### src/hdl/canonical_kmer_sampler_defines.svh
// Assertion macros for the canonical k-mer sampler.
`ifndef CANONICAL_KMER_SAMPLER_DEFINES_SVH
`define CANONICAL_KMER_SAMPLER_DEFINES_SVH

`ifndef ASSERT_OFF
`define CKMS_ASSERT_ALWAYS(lbl, clk, rst_n, cond, msg) \
    lbl: assert property (@(posedge clk) disable iff (!rst_n) (cond)) else $error(msg);
`define CKMS_ASSERT_NEXT(lbl, clk, rst_n, ante, cons, msg) \
    lbl: assert property (@(posedge clk) disable iff (!rst_n) (ante) |=> (cons)) \
        else $error(msg);
`define CKMS_ASSERT_NOW(lbl, clk, rst_n, ante, cons, msg) \
    lbl: assert property (@(posedge clk) disable iff (!rst_n) (ante) |-> (cons)) \
        else $error(msg);
`else
`define CKMS_ASSERT_ALWAYS(lbl, clk, rst_n, cond, msg)
`define CKMS_ASSERT_NEXT(lbl, clk, rst_n, ante, cons, msg)
`define CKMS_ASSERT_NOW(lbl, clk, rst_n, ante, cons, msg)
`endif

`endif

### src/hdl/ckms_pkg.sv
package ckms_pkg;

    localparam int DEFAULT_MAX_K = 32;
    localparam int CODE_W        = 64;
    localparam int SHIFT_W       = 6;
    localparam int KLEN_W        = 6;
    localparam int STRIDE_W      = 8;
    localparam int CHAR_W        = 8;
    localparam int DATA_W        = 32;
    localparam int ADDR_W        = 3;
    localparam int REG_IDX_W     = ADDR_W - 2;

    localparam logic [KLEN_W-1:0]   KMER_LEN_RESET = 6'd17;
    localparam logic [STRIDE_W-1:0] STRIDE_RESET   = 8'd10;

    localparam logic [REG_IDX_W-1:0] REG_KMER_LEN = 1'd0;
    localparam logic [REG_IDX_W-1:0] REG_STRIDE   = 1'd1;

    localparam logic [1:0] BASE_A = 2'd0;
    localparam logic [1:0] BASE_C = 2'd1;
    localparam logic [1:0] BASE_G = 2'd2;
    localparam logic [1:0] BASE_T = 2'd3;

    typedef struct packed {
        logic [KLEN_W-1:0]   kmer_length;
        logic [STRIDE_W-1:0] sample_stride;
    } cfg_t;

    typedef struct packed {
        logic       ok;
        logic [1:0] val;
    } base_dec_t;

    function automatic base_dec_t decode_base(input logic [CHAR_W-1:0] ch);
        base_dec_t d;
        d.ok = 1'b1;
        case (ch) inside
            "A", "a": d.val = BASE_A;
            "C", "c": d.val = BASE_C;
            "G", "g": d.val = BASE_G;
            "T", "t": d.val = BASE_T;
            default:
            begin
                d.ok  = 1'b0;
                d.val = BASE_A;
            end
        endcase
        return d;
    endfunction

endpackage

### src/hdl/ckms_cfg.sv
module ckms_cfg
    import ckms_pkg::*;
(
    input  logic                clk,
    input  logic                rst_n,
    input  logic                psel,
    input  logic                penable,
    input  logic                pwrite,
    input  logic [ADDR_W-1:0]   paddr,
    input  logic [DATA_W-1:0]   pwdata,
    output logic [DATA_W-1:0]   prdata,
    output logic                pready,
    output cfg_t                cfg
);

    cfg_t cfg_reg;
    cfg_t cfg_next;
    logic wr_en;
    logic [REG_IDX_W-1:0] reg_idx;

    assign wr_en   = psel && penable && pwrite;
    assign reg_idx = paddr[ADDR_W-1:2];
    assign pready  = 1'b1;
    assign cfg     = cfg_reg;

    always_comb
    begin
        cfg_next = cfg_reg;
        if (wr_en)
        begin
            unique case (reg_idx)
                REG_KMER_LEN: cfg_next.kmer_length   = pwdata[KLEN_W-1:0];
                REG_STRIDE:   cfg_next.sample_stride = pwdata[STRIDE_W-1:0];
                default:      cfg_next = cfg_reg;
            endcase
        end
    end

    always_comb
    begin
        unique case (reg_idx)
            REG_KMER_LEN: prdata = DATA_W'(cfg_reg.kmer_length);
            REG_STRIDE:   prdata = DATA_W'(cfg_reg.sample_stride);
            default:      prdata = '0;
        endcase
    end

    always_ff @(posedge clk or negedge rst_n)
    begin
        if (!rst_n)
        begin
            cfg_reg.kmer_length   <= KMER_LEN_RESET;
            cfg_reg.sample_stride <= STRIDE_RESET;
        end
        else
        begin
            cfg_reg <= cfg_next;
        end
    end

endmodule

### src/hdl/canonical_kmer_sampler.sv
// Canonical k-mer sampler. A base is held in the input stage register, and a sampled
// k-mer is registered in the output stage. Throughput: one base per cycle, set by the
// rolling code update, while the output is not stalled and no reduction is pending; a
// register write holds off base processing while phase and window target are reduced by the new stride.
// Reset (async, active low): clears rolling codes, counters and stride phase,
// empties both stages; registers return to k = 17 and stride = 10.
`include "canonical_kmer_sampler_defines.svh"

module canonical_kmer_sampler
    import ckms_pkg::*;
#(
    parameter int MAX_K = DEFAULT_MAX_K
)
(
    input  logic                clk,
    input  logic                rst_n,
    input  logic                psel,
    input  logic                penable,
    input  logic                pwrite,
    input  logic [ADDR_W-1:0]   paddr,
    input  logic [DATA_W-1:0]   pwdata,
    output logic [DATA_W-1:0]   prdata,
    output logic                pready,
    input  logic                base_valid,
    output logic                base_ready,
    input  logic [CHAR_W-1:0]   base_char,
    input  logic                read_end,
    output logic                kmer_valid,
    input  logic                kmer_ready,
    output logic [CODE_W-1:0]   kmer_code
);

    localparam int CW    = $clog2(MAX_K + 1);
    localparam int DVC_W = $clog2(STRIDE_W + 2);
    localparam int K_RST = (int'(KMER_LEN_RESET) == 0) ? 1 :
                           ((int'(KMER_LEN_RESET) > MAX_K) ? MAX_K : int'(KMER_LEN_RESET));
    localparam int S_RST = (int'(STRIDE_RESET) == 0) ? 1 : int'(STRIDE_RESET);
    localparam logic [STRIDE_W-1:0] TGT_RST = STRIDE_W'((K_RST - 1) % S_RST);
    localparam logic [DVC_W-1:0]    DV_LOAD = DVC_W'(STRIDE_W + 1);

    cfg_t cfg;

    ckms_cfg u_cfg (
        .clk     (clk),
        .rst_n   (rst_n),
        .psel    (psel),
        .penable (penable),
        .pwrite  (pwrite),
        .paddr   (paddr),
        .pwdata  (pwdata),
        .prdata  (prdata),
        .pready  (pready),
        .cfg     (cfg)
    );

    // input stage
    logic              s1_valid_reg;
    logic              s1_valid_next;
    logic [CHAR_W-1:0] s1_char_reg;
    logic              s1_last_reg;
    logic              s1_adv;
    logic              s1_fire;

    // rolling state
    logic [CODE_W-1:0]   fwd_reg, fwd_next;
    logic [CODE_W-1:0]   rev_reg, rev_next;
    logic [CW-1:0]       vr_reg, vr_next;
    logic [CW-1:0]       bs_reg, bs_next;
    logic [STRIDE_W-1:0] phase_reg, phase_next;
    logic [STRIDE_W-1:0] tgt_reg, tgt_next;

    // output stage
    logic              out_valid_reg, out_valid_next;
    logic [CODE_W-1:0] out_code_reg;

    // phase and target reduction after a register write, one bit per cycle
    logic                cfg_wr;
    logic                dv_busy;
    logic [DVC_W-1:0]    dv_cnt_reg, dv_cnt_next;
    logic [STRIDE_W-1:0] dv_pnum_reg, dv_pnum_next;
    logic [STRIDE_W-1:0] dv_prem_reg, dv_prem_next;
    logic [STRIDE_W-1:0] dv_tnum_reg, dv_tnum_next;
    logic [STRIDE_W-1:0] dv_trem_reg, dv_trem_next;
    logic [STRIDE_W:0]   dv_psh, dv_tsh;
    logic [STRIDE_W:0]   dv_pdiff, dv_tdiff;
    logic [STRIDE_W-1:0] dv_pstep, dv_tstep;

    logic [CW-1:0]       k_eff;
    logic [STRIDE_W-1:0] s_eff;
    logic [CODE_W-1:0]   kmask;
    logic [SHIFT_W-1:0]  rev_sh;
    base_dec_t           bd;
    logic [CODE_W-1:0]   fwd_new, rev_new;
    logic [CW:0]         vr_inc, bs_inc;
    logic [CW-1:0]       vr_new, bs_new;
    logic [STRIDE_W:0]   phase_inc;
    logic                hit;
    logic [CODE_W-1:0]   canon;
    logic                last_fire;
    logic                st_clear;

    assign cfg_wr     = psel && penable && pwrite && pready;
    assign dv_busy    = (dv_cnt_reg != '0);
    assign s1_adv     = (!out_valid_reg || kmer_ready) && !dv_busy;
    assign s1_fire    = s1_valid_reg && s1_adv;
    assign base_ready = !s1_valid_reg || s1_fire;
    assign kmer_valid = out_valid_reg;
    assign kmer_code  = out_code_reg;

    always_comb
    begin
        if (cfg.kmer_length == '0)
            k_eff = CW'(1);
        else if (int'(cfg.kmer_length) > MAX_K)
            k_eff = CW'(MAX_K);
        else
            k_eff = CW'(cfg.kmer_length);
        s_eff = (cfg.sample_stride == '0) ? STRIDE_W'(1) : cfg.sample_stride;
        for (int i = 0; i < CODE_W; i++)
        begin
            kmask[i] = (i < 2 * int'(k_eff));
        end
        rev_sh = SHIFT_W'({k_eff - CW'(1), 1'b0});
    end

    always_comb
    begin
        bd      = decode_base(s1_char_reg);
        fwd_new = ({fwd_reg[CODE_W-3:0], 2'b00} | CODE_W'(bd.val)) & kmask;
        rev_new = (((rev_reg & kmask) >> 2) | (CODE_W'(BASE_T - bd.val) << rev_sh)) & kmask;

        vr_inc = {1'b0, vr_reg} + (CW+1)'(1);
        bs_inc = {1'b0, bs_reg} + (CW+1)'(1);
        if (!bd.ok)
            vr_new = '0;
        else if (vr_inc > {1'b0, k_eff})
            vr_new = k_eff;
        else
            vr_new = CW'(vr_inc);
        bs_new = (bs_inc > {1'b0, k_eff}) ? k_eff : CW'(bs_inc);

        phase_inc = {1'b0, phase_reg} + (STRIDE_W+1)'(1);

        hit   = (bs_new == k_eff) && (vr_new == k_eff) && (phase_reg == tgt_reg);
        canon = (fwd_new < rev_new) ? fwd_new : rev_new;
    end

    always_comb
    begin
        dv_psh   = {dv_prem_reg, dv_pnum_reg[STRIDE_W-1]};
        dv_tsh   = {dv_trem_reg, dv_tnum_reg[STRIDE_W-1]};
        dv_pdiff = dv_psh - {1'b0, s_eff};
        dv_tdiff = dv_tsh - {1'b0, s_eff};
        dv_pstep = (dv_psh >= {1'b0, s_eff}) ? dv_pdiff[STRIDE_W-1:0] : dv_psh[STRIDE_W-1:0];
        dv_tstep = (dv_tsh >= {1'b0, s_eff}) ? dv_tdiff[STRIDE_W-1:0] : dv_tsh[STRIDE_W-1:0];
    end

    always_comb
    begin
        s1_valid_next = s1_valid_reg;
        if (base_ready)
            s1_valid_next = base_valid;

        fwd_next   = fwd_reg;
        rev_next   = rev_reg;
        vr_next    = vr_reg;
        bs_next    = bs_reg;
        phase_next = phase_reg;
        tgt_next   = tgt_reg;
        if (s1_fire)
        begin
            if (s1_last_reg)
            begin
                fwd_next   = '0;
                rev_next   = '0;
                vr_next    = '0;
                bs_next    = '0;
                phase_next = '0;
            end
            else
            begin
                fwd_next   = fwd_new;
                rev_next   = rev_new;
                vr_next    = vr_new;
                bs_next    = bs_new;
                phase_next = (phase_inc >= {1'b0, s_eff}) ? '0 : phase_inc[STRIDE_W-1:0];
            end
        end

        dv_cnt_next  = dv_cnt_reg;
        dv_pnum_next = dv_pnum_reg;
        dv_prem_next = dv_prem_reg;
        dv_tnum_next = dv_tnum_reg;
        dv_trem_next = dv_trem_reg;
        if (cfg_wr)
        begin
            dv_cnt_next = DV_LOAD;
        end
        else if (dv_cnt_reg == DV_LOAD)
        begin
            dv_cnt_next  = dv_cnt_reg - DVC_W'(1);
            dv_pnum_next = phase_reg;
            dv_prem_next = '0;
            dv_tnum_next = STRIDE_W'(k_eff - CW'(1));
            dv_trem_next = '0;
        end
        else if (dv_busy)
        begin
            dv_cnt_next  = dv_cnt_reg - DVC_W'(1);
            dv_pnum_next = {dv_pnum_reg[STRIDE_W-2:0], 1'b0};
            dv_prem_next = dv_pstep;
            dv_tnum_next = {dv_tnum_reg[STRIDE_W-2:0], 1'b0};
            dv_trem_next = dv_tstep;
            if (dv_cnt_reg == DVC_W'(1))
            begin
                phase_next = dv_pstep;
                tgt_next   = dv_tstep;
            end
        end

        out_valid_next = out_valid_reg;
        if (out_valid_reg && kmer_ready)
            out_valid_next = 1'b0;
        if (s1_fire)
            out_valid_next = hit;
    end

    always_ff @(posedge clk or negedge rst_n)
    begin
        if (!rst_n)
        begin
            s1_valid_reg  <= 1'b0;
            fwd_reg       <= '0;
            rev_reg       <= '0;
            vr_reg        <= '0;
            bs_reg        <= '0;
            phase_reg     <= '0;
            tgt_reg       <= TGT_RST;
            dv_cnt_reg    <= '0;
            dv_pnum_reg   <= '0;
            dv_prem_reg   <= '0;
            dv_tnum_reg   <= '0;
            dv_trem_reg   <= '0;
            out_valid_reg <= 1'b0;
        end
        else
        begin
            s1_valid_reg  <= s1_valid_next;
            fwd_reg       <= fwd_next;
            rev_reg       <= rev_next;
            vr_reg        <= vr_next;
            bs_reg        <= bs_next;
            phase_reg     <= phase_next;
            tgt_reg       <= tgt_next;
            dv_cnt_reg    <= dv_cnt_next;
            dv_pnum_reg   <= dv_pnum_next;
            dv_prem_reg   <= dv_prem_next;
            dv_tnum_reg   <= dv_tnum_next;
            dv_trem_reg   <= dv_trem_next;
            out_valid_reg <= out_valid_next;
        end
    end

    always_ff @(posedge clk)
    begin
        if (base_valid && base_ready)
        begin
            s1_char_reg <= base_char;
            s1_last_reg <= read_end;
        end
        if (s1_fire && hit)
            out_code_reg <= canon;
    end

    assign last_fire = s1_fire && s1_last_reg;
    assign st_clear  = (fwd_reg == '0) && (rev_reg == '0) && (vr_reg == '0) &&
                       (bs_reg == '0) && (phase_reg == '0);

    `CKMS_ASSERT_ALWAYS(a_run_le_seen, clk, rst_n, vr_reg <= bs_reg, "valid run exceeds bases seen")
    `CKMS_ASSERT_NEXT(a_read_end_clears, clk, rst_n, last_fire, st_clear, "state kept after read end")
    `CKMS_ASSERT_NOW(a_out_from_base, clk, rst_n, $rose(kmer_valid), $past(s1_fire), "k-mer without a base")

endmodule
### config.mk
export PLATFORM = sky130hd
export DESIGN_NAME = canonical_kmer_sampler
export DESIGN_NICKNAME = d
export VERILOG_FILES = /design/src/hdl/ckms_pkg.sv /design/src/hdl/ckms_cfg.sv /design/src/hdl/canonical_kmer_sampler.sv
export VERILOG_INCLUDE_DIRS = /design/src /design/src/hdl
export SDC_FILE = /design/constraint.sdc
export NUM_CORES = 1
export LEC_CHECK = 0
export ABC_CLOCK_PERIOD_IN_PS = 13500
export BUFFER_PORTS_ARGS = -buffer_cell sky130_fd_sc_hd__buf_2
export CELL_PAD_IN_SITES_DETAIL_PLACEMENT = 0
export CELL_PAD_IN_SITES_GLOBAL_PLACEMENT = 1
export CORE_ASPECT_RATIO = 0.75
export CORE_MARGIN = 2
export CORE_UTILIZATION = 45
export CTS_CLUSTER_DIAMETER = 80
export DETAILED_ROUTE_END_ITERATION = 16
export GPL_TIMING_DRIVEN = 0
export PLACE_DENSITY = 0.86
export SETUP_SLACK_MARGIN = 0.3
export SYNTH_ARGS = -nofsm -noshare
export SYNTH_HDL_FRONTEND = slang
export SYNTH_SLANG_ARGS = --single-unit
### constraint.sdc
create_clock -name clk -period 13.5 [get_ports clk]
set_input_delay 2.7 -clock clk [delete_from_list [all_inputs] [get_ports clk]]
set_output_delay 2.7 -clock clk [all_outputs]
set_load 0.02 [all_outputs]
==> results_dict.tcl <==
set metrics [dict create \
    io_buffers 97 \
    dpl.hpwl_um 35400 \
    dieHeight_um 169 \
    h-tree-depth 1 \
    num_io_pins 150 \
    largest_register_ffs 64 \
    synth_edf_count 72 \
    post-cts-setup-buffer-count 0 \
    finalWirelength_um 46700 \
    routabilityCongestion 0.914 \
    end_kind "primary output" \
    clkLatencyLatePin_ns 0.57 \
    initial_core_util_pct 45.6 \
    cts_num_sinks 276 \
    grt_pass1_wl_um 72900 \
    grt_max_degree 95 \
    setup_slack_ns 6.87 \
    drv_cap 0 \
    dp_cells 2313 \
    cts_hold_buf 0 \
    grt_usage_pct 24.7 \
    overflow 0 \
    post-route-period-util_pct 49.1 \
    areaGrowthSynthToFinish_pct 14.0 \
    clock_path_buffers 3 \
    setup_viol 0 \
    crit_type "in -> out" \
    drtPass1Iterations 5 \
    fin_nets 2037 \
    final_antenna_net_count 0 \
    die_w_um 224 \
    syn_area_um2 16300 \
    synthDistinctLibCells 85 \
    synthTopCellsByArea "dfrtp_1 (30%), edfxtp_1 (13%), nand2_1 (8.6%)" \
    clock.fmax_ghz 0.151 \
    post-route-min-period_ns 6.63 \
    pre_cts_ws_ns 6.92 \
    worstPathArrival_ns 3.93 \
    core_area_um2 35700 \
    status "completed" \
    drtIter0Drc 1497 \
    grt_pass1_vias 12716 \
    floorplan.rows 60 \
    synth_top_area_share_pct 30.4 \
    yosysSeqAreaShare_pct 44.7 \
    synth_async_sr_flop_share_pct 73.9 \
    synth_cells 1725 \
    dieArea_um2 37700 \
    worstPathMaxFanout 10 \
    yosysWarnings 0 \
    clkTransAtPathRegs_ns 0.06 \
    post-route-cell-area_um2 18600 \
    stdcell_count 2367 \
    worstMarginPinSlew_ns 1.13 \
    cts_root_buffer "clkbuf_16" \
    via_per_inst 5.78 \
    finClkSkew_ns 0.0129 \
    ys.flop_type "dfrtp_1" \
    vias 13673 \
    cts_repair_resize_count 0 \
    grt_setup_unrepaired "false" \
    required_ns 10.80 \
    setup-tns-final_ns 0 \
    finalHoldViolCount 0 \
    drv_slew 0 \
    worstHoldPathType "reg -> reg" \
    antenna_found_initial 2 \
    p_leak_nw 8.90 \
    power_density_nw_per_um2 204 \
    ir_drop_v 0.000106 \
    routedWlPerCell_um 19.7 \
    drc 0 \
    post-route-util_pct 51.9 \
    synth_top_area_cell "dfrtp_1" \
    critPathLaunchType "input port" \
    slew_headroom_pct 24.1 \
    cts_tree "done" \
    place_area_um2 17500 \
    layout-drive-gt1-share_pct 12.7 \
    syn_area_per_cell_um2 9.44 \
    synth.ff_latch_count 276 \
    fill_cells 3315 \
    cts_made_buffers 28 \
]
cell usage after synthesis (22+ instances only):
| master | instances |
|---|---|
| nand3_1 | 25 |
| edfxtp_1 | 72 |
| nor2_1 | 64 |
| dfrtp_1 | 198 |
| nand2_1 | 375 |
| buf_4 | 25 |
| inv_1 | 102 |
| o31ai_1 | 46 |
| a22o_1 | 22 |
| mux2i_1 | 82 |
| a21oi_1 | 38 |
| clkbuf_1 | 58 |
| o21ai_0 | 189 |
| ha_1 | 106 |
layout make-up:
class                      instances  area, µm²  share of cell area [%]
clock buffer                      45        938                    5.06
inverter                         103        392                    2.11
multi-input combinational       1264       8080                    43.5
antenna                            2       5.00                  0.0270
tap                              465        582                    3.14
clock inverter                     7       90.1                   0.486
buffer                           105        627                    3.38
timing repair buffer             100        571                    3.07
sequential                       276       7270                    39.2
routing by layer:
layer | share of wire (%) | track usage (%) | wire length (µm)
met1 | 50 | 39.3 | 23200
met2 | 39 | 33.5 | 18300
met3 | 8.1 | 4.96 | 3790
met4 | 3.1 | 7.13 | 1470
met5 | 0 | 0 | 0
placed cells by master (no fill, tap or decap), types with 9 or more instances in the layout:
cell type | Yosys | layout
buf_2 | 8 | 104
o31ai_1 | 46 | 46
o21ai_0 | 189 | 189
nor2b_1 | 14 | 14
a22oi_1 | 16 | 16
a22o_1 | 22 | 22
nand4_1 | 21 | 21
nand2_1 | 375 | 375
o211ai_1 | 10 | 10
xnor2_1 | 21 | 21
nor2_1 | 64 | 64
dfrtp_1 | 198 | 198
ha_1 | 106 | 106
clkbuf_16 | 0 | 31
nand3_1 | 25 | 25
a21oi_1 | 38 | 38
a211oi_1 | 9 | 9
clkbuf_1 | 58 | 61
edfxtp_1 | 72 | 72
conb_1 | 2 | 25
inv_1 | 102 | 101
o21ai_1 | 14 | 14
a32oi_1 | 16 | 16
mux2i_1 | 82 | 82
mux2_2 | 20 | 20
clkbuf_8 | 0 | 11
buf_4 | 25 | 25
nand2b_1 | 16 | 16
through the flow:
step                hold slack, ns  power (mW)
global placement             0.459        2.86
CTS                          0.480        3.77
floorplan                    0.448        2.42
detailed placement           0.465        2.90
finish                       0.478        3.78
global route                 0.498        3.99
path summary, 6_finish.rpt:
check | startpoint | end | slack, ns | depth (start not counted)
setup / recovery | paddr[2] | prdata[1] | 6.87 | 4
hold / removal | fwd_reg[23]$_DFFE_PN0P_ | fwd_reg[23]$_DFFE_PN0P_ | 0.48 | 2
setup reg to reg | u_cfg.cfg[9]$_DFFE_PN0P_ | kmer_code[13]$_DFFE_PP_ | 7.09 | 21
hold reg to reg | fwd_reg[23]$_DFFE_PN0P_ | fwd_reg[23]$_DFFE_PN0P_ | 0.48 | 2
max in group asynchronous | rst_n | fwd_reg[5]$_DFFE_PN0P_ | 10.34 | 3
min in group asynchronous | rst_n | fwd_reg[45]$_DFFE_PN0P_ | 2.02 | 1
cells by family (layout without fill, tap and decap cells):
group           after synthesis  after routing  share of synthesized area [%]
simple gates                571            571                           15.4
xor+xnor                     29             29                           1.61
other cells                   2             27                         0.0461
flops                       276            276                           44.7
fa+ha+maj                   108            108                           8.39
buf+inv                     208            360                           6.25
mux                         102            102                           6.42
compound gates              429            429                           17.2
where the power goes:
part	switching, mW	internal (mW)
Sequential	0.101	0.990
Combinational	1.12	0.712
Clock	0.342	0.513
critical path, cell delays in order:
cell	delay [ns]
buf_2	0.13
clkbuf_1	0.24
o21ai_0	0.58
buf_2	0.28
No activity file was read; power rests on OpenSTA's default activity.
